<file path="config.mk">
export PLATFORM = sky130hd
export DESIGN_NAME = atan2_poly_approx
export DESIGN_NICKNAME = d
export VERILOG_FILES = /design/src/sv/atan2_pkg.sv /design/src/sv/atan2_div.sv /design/src/sv/atan2_poly.sv /design/src/sv/atan2_poly_approx.sv
export SDC_FILE = /design/constraint.sdc
export NUM_CORES = 2
export LEC_CHECK = 0
export BUFFER_PORTS_ARGS = -buffer_cell sky130_fd_sc_hd__buf_2
export CORE_ASPECT_RATIO = 1.1
export CORE_UTILIZATION = 45
export CTS_CLUSTER_DIAMETER = 50
export CTS_CLUSTER_SIZE = 14
export DETAILED_ROUTE_END_ITERATION = 16
export PLACE_DENSITY_LB_ADDON = 0.25
export SYNTH_ARGS = -nofsm -noshare
export SYNTH_HDL_FRONTEND = slang
export SYNTH_SLANG_ARGS = --single-unit
</file>
<file path="constraint.sdc">
create_clock -name i_clk -period 33.9 [get_ports i_clk]
set_input_delay 1.695 -clock i_clk [delete_from_list [all_inputs] [get_ports i_clk]]
set_output_delay 1.695 -clock i_clk [all_outputs]
set_load 0.02 [all_outputs]
</file>
<file path="src/sv/atan2_pkg.sv">
// ----------------------------------------------------------------------------
// atan2 package
// Widths, Q2.30 constants and the stage-to-stage types.
// ----------------------------------------------------------------------------
`default_nettype none

package atan2_pkg;

    localparam int IN_W      = 16;
    localparam int MAG_W     = IN_W + 1;
    localparam int RATIO_W   = 16;
    localparam int M_W       = RATIO_W + 1;
    localparam int FRAC_W    = 12;
    localparam int ANGLE_W   = 15;
    localparam int V_W       = 34;
    localparam int SH        = 30 - FRAC_W;
    localparam int DIV_STEPS = RATIO_W + 1;

    localparam logic [31:0] Q30_QUARTER_PI = 32'd843314857;
    localparam logic [31:0] Q30_COEF_A     = 32'd262744624;
    localparam logic [31:0] Q30_COEF_B     = 32'd71189083;
    localparam logic signed [V_W-1:0] Q30_HALF_PI = 34'sd1686629713;
    localparam logic signed [V_W-1:0] Q30_PI      = 34'sd3373259426;
    localparam logic [M_W-1:0] RATIO_ONE = M_W'(1) << RATIO_W;

    // flags that ride along with the quotient
    typedef struct packed {
        logic x_zero;
        logic y_zero;
        logic y_neg;
        logic x_neg;
        logic swap;
        logic neg;
    } t_flags;

    // divider stage contents
    typedef struct packed {
        t_flags             flags;
        logic [MAG_W-1:0]   den;
        logic [MAG_W+M_W-1:0] rem;   // shifted remainder
        logic [M_W-1:0]     quo;
    } t_div;

endpackage

`default_nettype wire

</file>
<file path="src/sv/atan2_div.sv">
// ----------------------------------------------------------------------------
// atan2 ratio divider
// Restoring divider, one quotient bit per pipeline stage, gives num/den in Q16.
// ----------------------------------------------------------------------------
`default_nettype none

module atan2_div import atan2_pkg::*; (
    input  wire logic           i_clk,
    input  wire logic           i_rst_n,
    input  wire logic           i_en,
    input  wire logic           i_valid,
    input  wire logic signed [IN_W-1:0] i_y_value,
    input  wire logic signed [IN_W-1:0] i_x_value,
    output logic                o_valid,
    output t_flags              o_flags,
    output logic [M_W-1:0]      o_m
);

    logic [DIV_STEPS:0] r_vld;
    t_div               r_st [DIV_STEPS+1];
    t_div               n_in;
    logic [MAG_W-1:0]   ay, ax;

    always_comb begin
        ay = i_y_value[IN_W-1] ? MAG_W'(-$signed({i_y_value[IN_W-1], i_y_value}))
                               : MAG_W'({1'b0, i_y_value});
        ax = i_x_value[IN_W-1] ? MAG_W'(-$signed({i_x_value[IN_W-1], i_x_value}))
                               : MAG_W'({1'b0, i_x_value});
        n_in.flags.x_zero = (i_x_value == '0);
        n_in.flags.y_zero = (i_y_value == '0);
        n_in.flags.y_neg  = i_y_value[IN_W-1];
        n_in.flags.x_neg  = i_x_value[IN_W-1];
        n_in.flags.swap   = ay > ax;
        n_in.flags.neg    = i_y_value[IN_W-1] != i_x_value[IN_W-1];
        n_in.den = (ay > ax) ? ay : ax;
        // numerator placed so each stage shifts in one bit
        n_in.rem = (MAG_W+M_W)'((ay > ax) ? ax : ay);
        n_in.quo = '0;
    end

    always_ff @(posedge i_clk) begin
        if (!i_rst_n) begin
            r_vld <= '0;
        end else if (i_en) begin
            r_vld <= {r_vld[DIV_STEPS-1:0], i_valid};
        end
    end

    always_ff @(posedge i_clk) begin
        if (i_en) begin
            r_st[0] <= n_in;
        end
    end

    // stage k: rem holds partial remainder, quotient bits enter from the right
    for (genvar k = 0; k < DIV_STEPS; k++) begin : g_step
        logic [MAG_W:0] trial;
        logic           fits;
        assign trial = {1'b0, r_st[k].rem[MAG_W-1:0]};
        assign fits  = (k == 0) ? (trial >= {1'b0, r_st[k].den})
                                : ({r_st[k].rem[MAG_W-1:0], 1'b0} >= {1'b0, r_st[k].den});
        always_ff @(posedge i_clk) begin
            if (i_en) begin
                r_st[k+1].flags <= r_st[k].flags;
                r_st[k+1].den   <= r_st[k].den;
                r_st[k+1].quo   <= {r_st[k].quo[M_W-2:0], fits};
                if (k == 0) begin
                    r_st[k+1].rem <= fits
                        ? (MAG_W+M_W)'(r_st[k].rem[MAG_W-1:0] - r_st[k].den)
                        : r_st[k].rem;
                end else begin
                    r_st[k+1].rem <= fits
                        ? (MAG_W+M_W)'(MAG_W'({r_st[k].rem[MAG_W-1:0], 1'b0})
                                       - r_st[k].den)
                        : (MAG_W+M_W)'(MAG_W'({r_st[k].rem[MAG_W-1:0], 1'b0}));
                end
            end
        end
    end

    assign o_valid = r_vld[DIV_STEPS];
    assign o_flags = r_st[DIV_STEPS].flags;
    assign o_m     = r_st[DIV_STEPS].quo;

endmodule

`default_nettype wire

</file>
<file path="src/sv/atan2_poly.sv">
// ----------------------------------------------------------------------------
// atan2 polynomial and quadrant fix
// P(m) = pi/4*m + m(1-m)(A + B m), then sign, reflection, pi shift, rounding.
// ----------------------------------------------------------------------------
`default_nettype none

module atan2_poly import atan2_pkg::*; (
    input  wire logic           i_clk,
    input  wire logic           i_rst_n,
    input  wire logic           i_en,
    input  wire logic           i_valid,
    input  wire t_flags         i_flags,
    input  wire logic [M_W-1:0] i_m,
    output logic                o_valid,
    output logic [ANGLE_W-1:0]  o_angle
);

    logic [3:0]  r_vld;
    t_flags      r_f1, r_f2;
    // stage 1: three products of m
    logic [31:0] r_lin;
    logic [M_W-1:0] r_w;
    logic [31:0] r_c;
    // stage 2: bend product
    logic [31:0] r_lin2;
    logic [31:0] r_bend;
    // stage 3: signed angle
    logic signed [V_W-1:0] r_v;
    // stage 4: rounded
    logic [ANGLE_W-1:0] r_angle;

    logic [48:0] lin_p, cb_p, bend_p;
    logic [33:0] w_p;
    logic signed [V_W-1:0] p_s, v_a, v_b, v_c;
    logic [V_W-1:0] v_rnd;

    always_comb begin
        lin_p  = 49'(Q30_QUARTER_PI) * 49'(i_m);
        w_p    = 34'(i_m) * 34'(RATIO_ONE - i_m);
        cb_p   = 49'(Q30_COEF_B) * 49'(i_m);
        bend_p = 49'(r_w) * 49'(r_c);
        p_s = V_W'({1'b0, r_lin2}) + V_W'({1'b0, r_bend});
        v_a = r_f2.neg ? -p_s : p_s;
        v_b = r_f2.swap ? ((r_f2.neg ? -Q30_HALF_PI : Q30_HALF_PI) - v_a) : v_a;
        v_c = r_f2.x_neg ? (r_f2.y_neg ? v_b - Q30_PI : v_b + Q30_PI) : v_b;
        if (r_f2.x_zero) begin
            v_c = r_f2.y_zero ? '0 : (r_f2.y_neg ? -Q30_HALF_PI : Q30_HALF_PI);
        end
        // arithmetic shift after adding half an lsb gives ties toward +inf
        v_rnd = V_W'(r_v + (V_W'(1) <<< (SH - 1))) ;
    end

    always_ff @(posedge i_clk) begin
        if (!i_rst_n) begin
            r_vld <= '0;
        end else if (i_en) begin
            r_vld <= {r_vld[2:0], i_valid};
        end
    end

    always_ff @(posedge i_clk) begin
        if (i_en) begin
            r_f1   <= i_flags;
            r_lin  <= 32'(lin_p >> RATIO_W);
            r_w    <= M_W'(w_p >> RATIO_W);
            r_c    <= Q30_COEF_A + 32'(cb_p >> RATIO_W);
            r_f2   <= r_f1;
            r_lin2 <= r_lin;
            r_bend <= 32'(bend_p >> RATIO_W);
            r_v    <= v_c;
            r_angle <= ANGLE_W'($signed(v_rnd) >>> SH);
        end
    end

    assign o_valid = r_vld[3];
    assign o_angle = r_angle;

endmodule

`default_nettype wire

</file>
<file path="src/sv/atan2_poly_approx.sv">
// throughput: one word per cycle while the output is not stalled; 17 divider stages, one quotient bit each,
// then four stages for polynomial products, quadrant fix and rounding
// the whole pipeline advances together and holds while the output waits
// reset: synchronous active low, clears all valid bits; data is not reset
// ----------------------------------------------------------------------------
// atan2 polynomial approximation
// Four-quadrant arctangent of a signed pair, Q3.12 radians.
// ----------------------------------------------------------------------------
`default_nettype none

module atan2_poly_approx import atan2_pkg::*; (
    input  wire logic                   i_clk,
    input  wire logic                   i_rst_n,
    input  wire logic                   i_valid,
    output logic                        o_ready,
    input  wire logic signed [IN_W-1:0] i_y_value,
    input  wire logic signed [IN_W-1:0] i_x_value,
    output logic                        o_valid,
    input  wire logic                   i_ready,
    output logic signed [ANGLE_W-1:0]   o_angle
);

    logic         en;
    logic         div_vld, poly_vld;
    t_flags       div_f;
    logic [M_W-1:0] div_m;
    logic [ANGLE_W-1:0] poly_angle;

    // pipeline moves when the output register is empty or being drained
    assign en      = !o_valid || i_ready;
    assign o_ready = en;

    atan2_div u_div (
        .i_clk, .i_rst_n, .i_en(en), .i_valid,
        .i_y_value, .i_x_value,
        .o_valid(div_vld), .o_flags(div_f), .o_m(div_m)
    );

    atan2_poly u_poly (
        .i_clk, .i_rst_n, .i_en(en), .i_valid(div_vld),
        .i_flags(div_f), .i_m(div_m),
        .o_valid(poly_vld), .o_angle(poly_angle)
    );

    assign o_valid = poly_vld;
    assign o_angle = $signed(poly_angle);

    a_hold: assert property (@(posedge i_clk) disable iff (!i_rst_n)
        o_valid && !i_ready |=> o_valid && $stable(o_angle))
        else $error("result changed while stalled");
    a_rdy: assert property (@(posedge i_clk) disable iff (!i_rst_n)
        !o_valid |-> o_ready)
        else $error("not ready with empty output");
    a_rst: assert property (@(posedge i_clk)
        !i_rst_n |=> !o_valid)
        else $error("valid after reset");

endmodule

`default_nettype wire
</file>
== After elaboration in Yosys (flattened, before gate mapping) ==
Memories as Yosys holds them, arrays and structs flattened.
Cells that the tools add are included.
Operators by class
  multiplexer cells: 31
  reductions and logical operators: 4
  multiply operators: 4
  $add $sub $neg: 27
  $lt $le $gt $ge: 18
  equal/unequal tests: 1
Operator list (count)
  34-bit two-way mux: 17
  17-bit by 17-bit subtractor with 18-bit output: 17
  18-bit by 17-bit >= comparator with 1-bit output: 16
  33-bit two-way mux: 8
  17-bit two-way mux: 4
  17-bit by 32-bit multiplier with 48-bit output: 1
  30-bit by 17-bit multiplier with 47-bit output (first input constant): 1
  27-bit by 17-bit multiplier with 44-bit output (first input constant): 1
  17-bit by 34-bit multiplier with 33-bit output: 1
  16-bit negator with 17-bit output: 2
  31-bit by 32-bit adder with 33-bit output: 1
  33-bit by 19-bit adder with 33-bit output (second input constant): 1
  33-bit adder (second input constant): 1
  33-bit negator: 1
  33-bit subtractor: 1
  33-bit subtractor (second input constant): 1
  16-bit logical NOT: 2
  28-bit by 28-bit adder with 29-bit output (first input constant): 1
  17-bit by 17-bit subtractor with 18-bit output (first input constant): 1
  17-bit >= comparator: 1
  17-bit > comparator: 1
  1-bit two-way mux: 2
  1-bit logical NOT: 1
  1-bit logical OR: 1
  1-bit inequality test: 1
Storage, ports and cells
  input port bits: 36
  memories: 1
  bits in writable memories: 1332
  word-level logic and storage cells: 107
  flip-flop bits (word level): 225
Memories
  u_div.r_st: depth 18, bits a word 74, rd ports 18, clocked after Yosys merged registers in 0, write ports 18, RTL line atan2_div.sv:20  | t_div r_st [DIV_STEPS+1];

== Logic depth before layout (Yosys ltp) ==
  depth in word-level cells: 9
  depth in mapped cells: 39

== Cells and area by module ==
Synthesis repeated with hierarchy kept, for this count alone.
Unflattened totals
  cells, all modules: 8811
  area, all modules: 94070.2 um^2
Modules (own cells, without submodules)
  atan2_poly: times used 1, cells each 5276, area an instance 50159.4 um^2
  atan2_div: times used 1, cells each 3534, area an instance 43904.6 um^2
  atan2_poly_approx: times used 1, cells each 1, area an instance 6.3 um^2

== Worst setup path after synthesis ==
OpenSTA, ideal clock, no wires.
  path type: input to register
  start: input i_ready
  end: memory u_div.r_st[0][100] in the netlist's numbering, enable pin
  arrival time: 29.714 ns
  library setup time: 1.798 ns
  path slack: 2.389 ns
  stages: 3
  buffers on the path: 1
  data required time: 32.102 ns
  cells stage by stage: nor2b_1 > inv_1 > clkbuf_1
RTL lines
  from (decl): RTL line atan2_poly_approx.sv:19  | input wire logic i_ready,
  to (decl): RTL line atan2_div.sv:20

== Worst setup path in the final report ==
  start: register u_poly.r_lin2[0]
  end: register u_poly.r_v[32] (data pin)
Between the ends
  cells in the longest elaborated chain, start to end: 9
  elaborated cells between the ends (all ways): 10
  those cells by class: add/sub (5); mux (5)
RTL lines
  from (decl): RTL line atan2_poly.sv:25  | logic [31:0] r_lin2;
  from (signal assigned): RTL line atan2_poly.sv:68  | r_lin2 <= r_lin;
  31-bit by 32-bit adder with 33-bit output *: RTL line atan2_poly.sv:42  | p_s = V_W'({1'b0, r_lin2}) + V_W'({1'b0, r_bend});
  33-bit negator: RTL line atan2_poly.sv:43  | v_a = r_f2.neg ? -p_s : p_s;
  33-bit two-way mux *: RTL line atan2_poly.sv:43
  33-bit subtractor: RTL line atan2_poly.sv:44  | v_b = r_f2.swap ? ((r_f2.neg ? -Q30_HALF_PI : Q30_HALF_PI) - v_a) : v_a;
  33-bit two-way mux *: RTL line atan2_poly.sv:44
  33-bit adder or 33-bit subtractor (tied branches): RTL line atan2_poly.sv:45  | v_c = r_f2.x_neg ? (r_f2.y_neg ? v_b - Q30_PI : v_b + Q30_PI) : v_b;
  33-bit two-way mux: RTL line atan2_poly.sv:45
  33-bit two-way mux *: RTL line atan2_poly.sv:45
  33-bit two-way mux *: RTL line atan2_poly.sv:46  | if (r_f2.x_zero) begin
  via u_poly.v_c[32]: RTL line atan2_poly.sv:34  | logic signed [V_W-1:0] p_s, v_a, v_b, v_c;
  to (signal assigned): RTL line atan2_poly.sv:70  | r_v <= v_c;
  to (decl): RTL line atan2_poly.sv:28  | logic signed [V_W-1:0] r_v;
The timed path passes the listed nets; every way through them passes the cells marked *.
A chain may end at the register's enable or synchronous reset.

==> impl_metrics.json <==
{
  "ctsResizeCount": 0,
  "async_reset_ff_share_pct": 0,
  "io_buffers": 52,
  "drtPass1Iterations": 8,
  "setup_viol": 0,
  "period_needed_ns": 9.22,
  "cp.required_ns": 34.37,
  "start_kind": "flop",
  "clk-insertion-delay-late_ns": 0.81,
  "syn_area_um2": 93200,
  "regArea_um2": 31100,
  "fp.dieH_um": 479,
  "slowest_delay_ns": 0.64,
  "finalClockSkew_ns": 0.0746,
  "maxSlewViolCount": 0,
  "core_um2": 205000,
  "rows": 174,
  "multi_input_area_um2": 54900,
  "cp.buffers_inverters": 1,
  "die_x_um": 436,
  "dp_hpwl_um": 181000,
  "vias": 62300,
  "gp_congestion": 0.968,
  "die_area_um2": 209000,
  "cts_max_path_buffers": 3,
  "post-synth-top-count-cell": "inv_1",
  "hold_viol": 0,
  "synth_area_leaders": "edfxtp_1 33%, fa_1 21%, ha_1 12%, inv_1 6.7%, nand2_1 3.5%",
  "hp-class": "reg -> reg",
  "tightest_slew_ns": 1.10,
  "grt_pass1_wl_um": 362000,
  "cts_tree": "yes",
  "ctsHoldBuffers": 0,
  "synth.top_cell.area_share_pct": 32.9,
  "avgSynthCellArea_um2": 10.5,
  "cp_top_family": "compound AO/OA/AOI/OAI gates",
  "viasPerCell": 5.33,
  "r2r_setup_slack_ns": 24.68,
  "initial_utilization_pct": 45.4,
  "worstPathArrival_ns": 9.70,
  "area_growth_pct": 8.12,
  "status": "completed",
  "crit_top_cell": "a21oi_1",
  "yosys-top-cells-count": "1,671 x inv_1, 1,022 x edfxtp_1, 994 x fa_1",
  "slowest_stage": "o41ai_1",
  "max_cap_viol_count": 0,
  "rr_endpoint": "u_poly.r_v[32]",
  "synth.distinct_cells": 105,
  "hold_start": "u_div.r_st[3][69]",
  "clock_sinks": 1044,
  "grt_max_degree": 85,
  "syn_inst": 8846,
  "synth_edf_count": 1022,
  "drc": 0,
  "hold_end": "u_div.r_st[3][143]",
  "crit_cells": 39,
  "cp-end-kind": "flop",
  "cts_setup_buffers": 0,
  "ys_ff_latch": 1044,
  "rsz0062_at_grt": "false",
  "crit_fanout": 5,
  "wl_um": 229000,
  "numCtsBuffers": 120,
  "postRouteAntennaNets": 0,
  "fin_setup_tns_ns": 0,
  "antenna_found_initial": 9,
  "num-nets-final": 10800,
  "yosys_warnings": 0,
  "fin_crit_sh_pct": 27.2,
  "yosys.area.top_type": "edfxtp_1",
  "ys.flop_type": "edfxtp_1",
  "nFillCells": 18600,
  "dr.first_iter.drc_count": 4060,
  "synth_seq_area_share_pct": 33.4,
  "grt_pass1_vias": 65700,
  "cts.htree.levels": 3,
  "grt_use_total_pct": 22.1,
  "routedWlPerCell_um": 19.6,
  "relSlewSlack_pct": 26.4,
  "drive_gt1_share_pct": 5.53,
  "overflow": 0,
  "cts_root_buf": "clkbuf_16",
  "critical_path_class": "reg -> reg",
  "whs_path_depth": 0,
  "r2r-start": "u_poly.r_lin2[0]",
  "cts.clk_slew.worst_paths_ns": 0.06,
  "reg2regPathDepth": 39,
  "fmax_mhz": 108,
  "ios": 53
}
==> worst max-delay path by stage <==
stage                     startpoint                 end  slack (ns)
floorplan                    i_ready  u_div.r_st[0][100]        2.39
global placement    u_poly.r_bend[0]      u_poly.r_v[32]       24.80
detailed placement  u_poly.r_lin2[0]      u_poly.r_v[32]       24.68
CTS                 u_poly.r_lin2[0]      u_poly.r_v[32]       24.68
global route        u_poly.r_bend[0]      u_poly.r_v[32]       23.93
finish              u_poly.r_lin2[0]      u_poly.r_v[32]       24.68
==> layout by cell type, fill, tap and decap left out, drive strengths merged, types with 11 or more instances in the layout <==
cell       n
inv     1701
edfxtp  1022
fa       994
ha       923
nand2    879
nor2     491
o21ai    351
nand2b   260
a21oi    209
xnor2    201
a21boi   174
and2     158
clkbuf   139
buf      134
xor2     125
o31ai    119
mux2      93
nand4     87
a21o      83
nor3      81
nor2b     75
nand3     68
o21a      60
mux2i     56
clkinv    41
a211oi    39
and3      36
nor4      33
or2       28
a31oi     24
o211ai    23
dfxtp     22
or3       17
o41ai     17
o22ai     13
a32oi     12
o21bai    12
and4      12
or4       11
==> metrics by stage <==
stage | cell area (µm²) | hold WS (ns) | setup slack, ns | instances | util (%)
2_1_floorplan | 93200 | 0.400 | 2.39 | 8849 | -
3_3_place_gp | 96600 | 0.400 | 24.80 | 11500 | 47.1
3_5_place_dp | 96600 | 0.405 | 24.68 | 11500 | 47.1
4_1_cts | 101000 | 0.414 | 24.68 | 11700 | 49.1
5_1_grt | 101000 | 0.417 | 23.93 | 11700 | 49.1
6_report | 101000 | 0.414 | 24.68 | 11700 | 49.1
==> state kept, by name, summed over array words and instances, names as in the netlist <==
register        flops
u_poly.r_bend      32
u_poly.r_v         16
u_poly.r_vld        4
u_poly.r_lin       31
u_div.r_vld        18
u_poly.r_c         29
u_poly.r_f1         6
u_poly.r_w         17
u_poly.r_f2         6
u_div.r_st        839
u_poly.r_lin2      31
u_poly.o_angle     15
==> final cells by class <==
| cell class | count | area share, % |
|---|---|---|
| clock inverter | 83 | 1.04 |
| antenna | 3 | 0.00745 |
| timing repair buffer | 134 | 0.869 |
| clock buffer | 139 | 3.09 |
| tap | 2728 | 3.39 |
| inverter | 1674 | 6.24 |
| sequential | 1044 | 30.9 |
| multi-input combinational | 5893 | 54.5 |
==> kinds of logic (layout without fill, tap and decap cells) <==
family                   Yosys count  after routing  synth area share (%)
AO/OA/AOI/OAI                   1237           1237                  8.76
XOR/XNOR                         327            327                  3.12
adder cells (fa/ha/maj)         1918           1918                  33.8
buffers and inverters           1912           2030                  7.73
flip-flops                      1044           1044                  33.4
multiplexers                     149            149                  1.73
other                              2              8               0.00806
AND/OR/NAND/NOR                 2257           2257                  11.5
==> routing by layer <==
| layer | wire [µm] | up-vias | part of all wire (%) | GRT usage [%] |
|---|---|---|---|---|
| met5 | 31 | - | 0.014 | 0 |
| met3 | 9480 | 488 | 4.1 | 2.59 |
| met4 | 12800 | 4 | 5.6 | 11.6 |
| met2 | 116000 | 1441 | 51 | 39.3 |
| met1 | 90500 | 31100 | 40 | 26.1 |
| li1 | - | 29200 | - | - |
==> worst reg2reg max path, delay by kind of cell (launching register included) <==
family                   cells  cell delay, ns
flip-flops                   1            0.38
adder cells (fa/ha/maj)      5            1.76
AO/OA/AOI/OAI               23            5.01
AND/OR/NAND/NOR              6            0.82
XOR/XNOR                     4            0.90
buffers and inverters        1            0.07
Power is left out: the tool's default activity adds up to more than one toggle a clock period on the data nets, which glitch-free logic cannot reach.
